### src/hw/rtl/pdh_pkg.sv
// pdh_pkg: shared types and constants of the prefix double hash table
// transaction payloads, function and status codes, alu control
// no dependencies
`timescale 1ns / 1ps
`default_nettype none

package pdh_pkg;

  localparam int unsigned LEN_W     = 12;
  localparam int unsigned WRAP_W    = 64;
  localparam int unsigned MOD_W     = 30;
  localparam int unsigned BASE2_W   = 25;
  localparam int unsigned SYM_W     = 8;
  localparam int unsigned CHUNK_W   = 16;
  localparam int unsigned MUL_STEPS = WRAP_W / CHUNK_W;
  localparam int unsigned MOD_STEPS = MOD_W;
  localparam int unsigned CNT_W     = 5;

  localparam logic [WRAP_W-1:0]  BASE_WRAP   = 64'd17477417;
  localparam logic [MOD_W-1:0]   MODP        = 30'd1000000007;
  localparam logic [31:0]        MODP_X2     = 32'd2000000014;
  localparam logic [BASE2_W-1:0] BASE2_RESET = 25'd131;

  typedef enum logic [1:0] {
    FUNC_APPEND = 2'd0,
    FUNC_QUERY  = 2'd1,
    FUNC_CLEAR  = 2'd2,
    FUNC_READ   = 2'd3
  } func_e;

  typedef enum logic [1:0] {
    ST_OK        = 2'd0,
    ST_BAD_RANGE = 2'd1,
    ST_FULL      = 2'd2
  } status_e;

  typedef enum logic [2:0] {
    OP_PASS,
    OP_MAC,
    OP_MODDBL,
    OP_ADD,
    OP_MODADD,
    OP_RSUB,
    OP_MODSUB
  } alu_op_e;

  typedef struct packed {
    alu_op_e              op;
    logic                 mbit;
    logic [CHUNK_W-1:0]   chunk;
  } alu_ctl_t;

  typedef struct packed {
    func_e              func;
    logic [SYM_W-1:0]   symbol;
    logic [LEN_W-1:0]   left;
    logic [LEN_W-1:0]   right;
  } in_item_t;

  typedef struct packed {
    logic [WRAP_W-1:0]  hash_wrap;
    logic [MOD_W-1:0]   hash_mod;
    logic [LEN_W-1:0]   length;
    status_e            status;
  } out_item_t;

endpackage

`default_nettype wire

### src/hw/rtl/pdh_alu.sv
// pdh_alu: shared arithmetic unit, 64x16 multiply-accumulate, plain add and reverse subtract,
// and modular double-and-add / add / subtract steps modulo 1000000007
// depends on pdh_pkg
`timescale 1ns / 1ps
`default_nettype none

module pdh_alu (
  input  pdh_pkg::alu_ctl_t     ctl_i,
  input  logic [63:0]           acc_i,
  input  logic [63:0]           opa_i,
  output logic [63:0]           res_o
);
  import pdh_pkg::*;

  logic [79:0] prod;
  logic [31:0] dbl;
  logic [30:0] sum31;
  logic [30:0] dif31;

  always_comb begin
    prod  = 80'(opa_i) * 80'(ctl_i.chunk);
    dbl   = {1'b0, acc_i[MOD_W-1:0], 1'b0}
          + (ctl_i.mbit ? 32'(opa_i[MOD_W-1:0]) : 32'd0);
    sum31 = {1'b0, acc_i[MOD_W-1:0]} + {1'b0, opa_i[MOD_W-1:0]};
    dif31 = {1'b0, opa_i[MOD_W-1:0]} - {1'b0, acc_i[MOD_W-1:0]};
    res_o = acc_i;
    case (ctl_i.op)
      OP_PASS:   res_o = acc_i;
      OP_MAC:    res_o = acc_i + prod[63:0];
      OP_MODDBL: begin
        // operands below p, so one of two corrections lands it in range
        if (dbl >= MODP_X2) begin
          res_o = 64'(dbl - MODP_X2);
        end else if (dbl >= 32'(MODP)) begin
          res_o = 64'(dbl - 32'(MODP));
        end else begin
          res_o = 64'(dbl);
        end
      end
      OP_ADD:    res_o = acc_i + opa_i;
      OP_MODADD: begin
        if (sum31 >= 31'(MODP)) begin
          res_o = 64'(sum31 - 31'(MODP));
        end else begin
          res_o = 64'(sum31);
        end
      end
      OP_RSUB:   res_o = opa_i - acc_i;
      OP_MODSUB: begin
        if (opa_i[MOD_W-1:0] >= acc_i[MOD_W-1:0]) begin
          res_o = 64'(dif31);
        end else begin
          res_o = 64'(dif31 + 31'(MODP));
        end
      end
      default:   res_o = acc_i;
    endcase
  end

endmodule

`default_nettype wire

### config.mk
export PLATFORM = sky130hd
export DESIGN_NAME = pdh_alu
export DESIGN_NICKNAME = d
export VERILOG_FILES = /design/src/hw/rtl/pdh_pkg.sv /design/src/hw/rtl/pdh_alu.sv
export SDC_FILE = /design/constraint.sdc
export NUM_CORES = 2
export LEC_CHECK = 0
export ABC_AREA = 1
export BUFFER_PORTS_ARGS = -buffer_cell sky130_fd_sc_hd__buf_4
export CORE_MARGIN = 2
export CORE_UTILIZATION = 35
export DETAILED_ROUTE_END_ITERATION = 12
export SYNTH_ARGS = -nofsm -noshare
export SYNTH_HDL_FRONTEND = slang
export SYNTH_SLANG_ARGS = --single-unit
### constraint.sdc
create_clock -name vclk -period 7.3
set_input_delay 0 -clock vclk [all_inputs]
set_output_delay 0 -clock vclk [all_outputs]
set_load 0.005 [all_outputs]
== Yosys cells after proc, flatten, opt, wreduce, memory -nomap -nowiden ==
Cells that the tools add are included.

* Register bits: 0
* Input port bits: 148

* Add/sub/neg operators: 10
* $mul: 1
* $lt $le $gt $ge: 4
* Equal/unequal tests: 6
* Multiplexer cells: 6

{| class="wikitable"
|+ Operators by type and width
! kind !! number
|-
| case mux 64 bit (6 select lines) || 1
|-
| 2-to-1 mux 64 bit || 3
|-
| adder 64 bit || 2
|-
| multiplier 64 x 16 -> 64 bit || 1
|-
| subtractor 64 bit || 1
|-
| subtractor 32 x 30 -> 33 bit (second input constant) || 1
|-
| subtractor 32 x 31 -> 33 bit (second input constant) || 1
|-
| adder 31 x 30 -> 32 bit || 1
|-
| adder 31 x 30 -> 32 bit (second input constant) || 1
|-
| >= comparator 32 x 30 -> 1 bit (second input constant) || 1
|-
| >= comparator 32 x 31 -> 1 bit (second input constant) || 1
|-
| 2-to-1 mux 32 bit || 1
|-
| subtractor 31 x 30 -> 32 bit (second input constant) || 1
|-
| adder 30 x 30 -> 31 bit || 1
|-
| >= comparator 31 x 30 -> 1 bit (second input constant) || 1
|-
| subtractor 30 x 30 -> 31 bit || 1
|-
| >= comparator 30 bit || 1
|-
| 2-to-1 mux 30 bit || 1
|-
| equality test 3 bit (second input constant) || 3
|-
| equality test 3 x 2 -> 1 bit (second input constant) || 2
|-
| equality test 3 x 1 -> 1 bit (second input constant) || 1
|}

== Longest topological paths before layout ==
* Depth in word-level cells: 6
* Depth in mapped cells: 36
* Depth with buffers taken out: 36

== Worst setup path after synthesis ==
OpenSTA, ideal clock, no wires.

* Path kind: input port to output port
* From: input ctl_i[4] (netlist bit)
* To: output res_o[55]
* Arrival: 5765 ps
* Data required time: 7300 ps
* Slack: 1535 ps
* Stages: 33
* Buffers on the path: 3
* Cells stage by stage: clkbuf_1 > clkbuf_1 > clkbuf_1 > nand2_1 > fa_1 > inv_1 > fa_1 > inv_1 > fa_1 > inv_1 > fa_1 > fa_1 > inv_1 > fa_1 > inv_1 > ha_1 > a21oi_1 > inv_1 > a31oi_1 > o21ai_0 > a21oi_1 > nand3_1 > nand2_1 > nand3_1 > nand2_1 > nand2_1 > a21oi_1 > o21ai_0 > nand2_1 > nor2_1 > nand3_1 > o21ai_1 > inv_2

* Cells in the longest elaborated chain, start to end: 3

{| class="wikitable"
|+ Ends and longest elaborated chain
! element !! RTL line !! text
|-
| start, declared || pdh_alu.sv:8 || <nowiki>input pdh_pkg::alu_ctl_t ctl_i,</nowiki>
|-
| multiplier 64 x 16 -> 64 bit || pdh_alu.sv:21 || <nowiki>prod = 80'(opa_i) * 80'(ctl_i.chunk);</nowiki>
|-
| adder 64 bit || pdh_alu.sv:29 || <nowiki>OP_MAC: res_o = acc_i + prod[63:0];</nowiki>
|-
| case mux 64 bit (6 select lines) || pdh_alu.sv:27 || <nowiki>case (ctl_i.op)</nowiki>
|-
| end, declared || pdh_alu.sv:11 || <nowiki>output logic [63:0] res_o</nowiki>
|}

Every way passes these cells.

== Worst setup path after layout ==
* From: input ctl_i[7] (netlist bit)
* To: output res_o[28]

Same word-level chain as after synthesis.

==> impl_metrics.yaml <==
yosys:
  ys_seq_area_share_pct: 0
  synth_area_leaders: "fa_1, nand2_1, inv_1"
  synth_largest_area_cell: "fa_1"
  syn_area_sq_um: 50980
  synth.distinct_cells: 59
  syn_nets: 9608
  synth_common_cells: "nand2_1, inv_1, fa_1"
  synth_top_cell_area_share_pct: 32.12
  synth_cells: 8385
  ys_warn_count: 0
  yosysMostFrequentCell: "nand2_1"
  syn_area_per_cell_sq_um: 6.079
critical_path:
  worst_setup_path_start_kind: "input pin"
  endpoint: "res_o[28]"
  cp-startpoint: "ctl_i[7]"
  crit_fanout: 42
  critPathArrivalTime_ns: 7.05
  end_kind: "output pin"
  worstPathRequired_ns: 7.30
  crit_type: "input pin to output pin"
min_path:
  worstHoldPathType: "input pin to output pin"
final_layout:
  post-route-cell-area_sq_um: 54600
  seq_cell_count: 0
  clock_buffer_count: 0
  nets: 9629
  regArea_sq_um: 0
  stdcell_count: 10320
  drive_above_1_share_pct: 5.616
  area_growth_pct: 7.113
floorplanning:
  die_area_sq_um: 148700
  rows: 140
  die_y_um: 385.6
  core_area_sq_um: 145000
  io_pins: 212
  die_x_um: 385.6
  start_util_pct: 35.15
global_route:
  grt_max_degree: 53
  antenna_found_initial: 5
  track_usage_pct: 32.40
  grt_pass1_wl_um: 356300
  first_global_vias: 54880
  grt-ovfl-total: 0
detailed_routing:
  first_pass_iters: 6
  vias: 54890
  vias_per_cell: 5.317
  wl_um: 244200
  drc_errors: 0
  drt_iter0_drc: 5003
  wl_per_cell_um: 23.66
  ant_nets: 0
placement:
  placed_area_sq_um: 54560
  place.gp.congestion: 1.068
  numPortBuffers: 212
  dpl.hpwl_um: 207000
  dp.cells: 10320
run_status:
  status: "complete, no violations"
sta:
  max_slew_margin_pct: 20.29
  setup_viol: 0
  rsz0062_at_grt: "false"
  min_period_over_period_pct: 96.63
  fin_setup_tns_ns: 0
  fmax_mhz: 141.8
  min_period_ns: 7.054
  hold_viol_final: 0
  slew_viol_final: 0
  worst_pin_slew_ns: 1.183
flow_run:
  maxCapViolations: 0
clock_tree:
  cts_setup_buffers: 0
  cts_resized: 0
  hold_buffers: 0
[worst max-delay path, cell delays in order]
cell and delay [ns]:
buf_6 0.30, nand2_1 0.15, fa_1 0.58, inv_1 0.07, fa_1 0.49, fa_1 0.61, fa_1 0.46, fa_1 0.50
inv_1 0.05, fa_1 0.49, inv_1 0.05, ha_1 0.35, a21oi_1 0.30, a21boi_0 0.41, nor2_1 0.06, o21ai_0 0.20
nand2_1 0.11, a21oi_1 0.31, xor2_1 0.43, o21ai_0 0.23, inv_1 0.11, nand2_1 0.12, nor2_1 0.11, nand3_1 0.20
buf_4 0.23
[logic make-up (layout without fill, tap and decap cells)]
kind of cell               count (synthesis)  after routing  share of synthesized area [%]
and+or+nand+nor                         3877           3877                          31.27
buffers and inverters                   2379           2398                          17.77
adders and majority gates               1075           1075                          38.43
AOI/OAI and AO/OA                        882            882                          9.514
xor gates and xnor gates                 172            172                          3.014
other                                      0              3                              0
[layer usage]
layer / up-vias / wire [um] / track usage, %
met3: 663 / 17220 / 3.839
met2: 2501 / 114300 / 55.11
met5: - / 23 / 0
met4: 4 / 18780 / 19.38
met1: 26750 / 93880 / 39.26
li1: 24970 / - / -
[worst min path at each step]
stage,cells past startpoint,end,slack [ns],start
floorplan,2,res_o[33],0.10,acc_i[33]
global placement,4,res_o[45],0.36,acc_i[45]
detailed placement,4,res_o[45],0.37,acc_i[45]
CTS,4,res_o[45],0.37,acc_i[45]
global route,4,res_o[59],0.38,acc_i[59]
finish,4,res_o[59],0.36,acc_i[59]
[metrics by stage]
step	utilization (%)	setup slack, ns	hold WS, ns
5_1_grt	37.64	0.03668	0.3840
6_report	37.65	0.2464	0.3580
3_3_place_gp	37.62	0.006487	0.3643
4_1_cts	37.62	0.08278	0.3726
2_1_floorplan	-	1.535	0.1023
3_5_place_dp	37.62	0.1155	0.3682
[area by class of cell]
type / instances / area [sq um]
timing repair buffer: 319 / 2437
tap: 1917 / 2399
multi-input combinational: 6006 / 41950
inverter: 2079 / 7804
fill: 16100 / 90440
antenna: 3 / 7.507
[cell usage in the layout, fill, tap and decap left out, drive strengths merged, types with 4 or more instances in the layout]
cell,instances
o21bai,35
o21ai,351
fa,818
a311oi,4
xnor2,29
a21o,22
nand2,2492
nand3b,24
a211oi,4
a221oi,12
o211ai,8
a31oi,33
xor2,143
a21oi,368
a21boi,13
buf,319
nand4,106
nor2,668
inv,2076
or2,32
nor4,15
and3,6
ha,257
nand3,457
nor3,66
o21a,20
and2,10
Power is not shown: default switching activity piles up to over one toggle a cycle in this logic, so the estimate is an artifact.
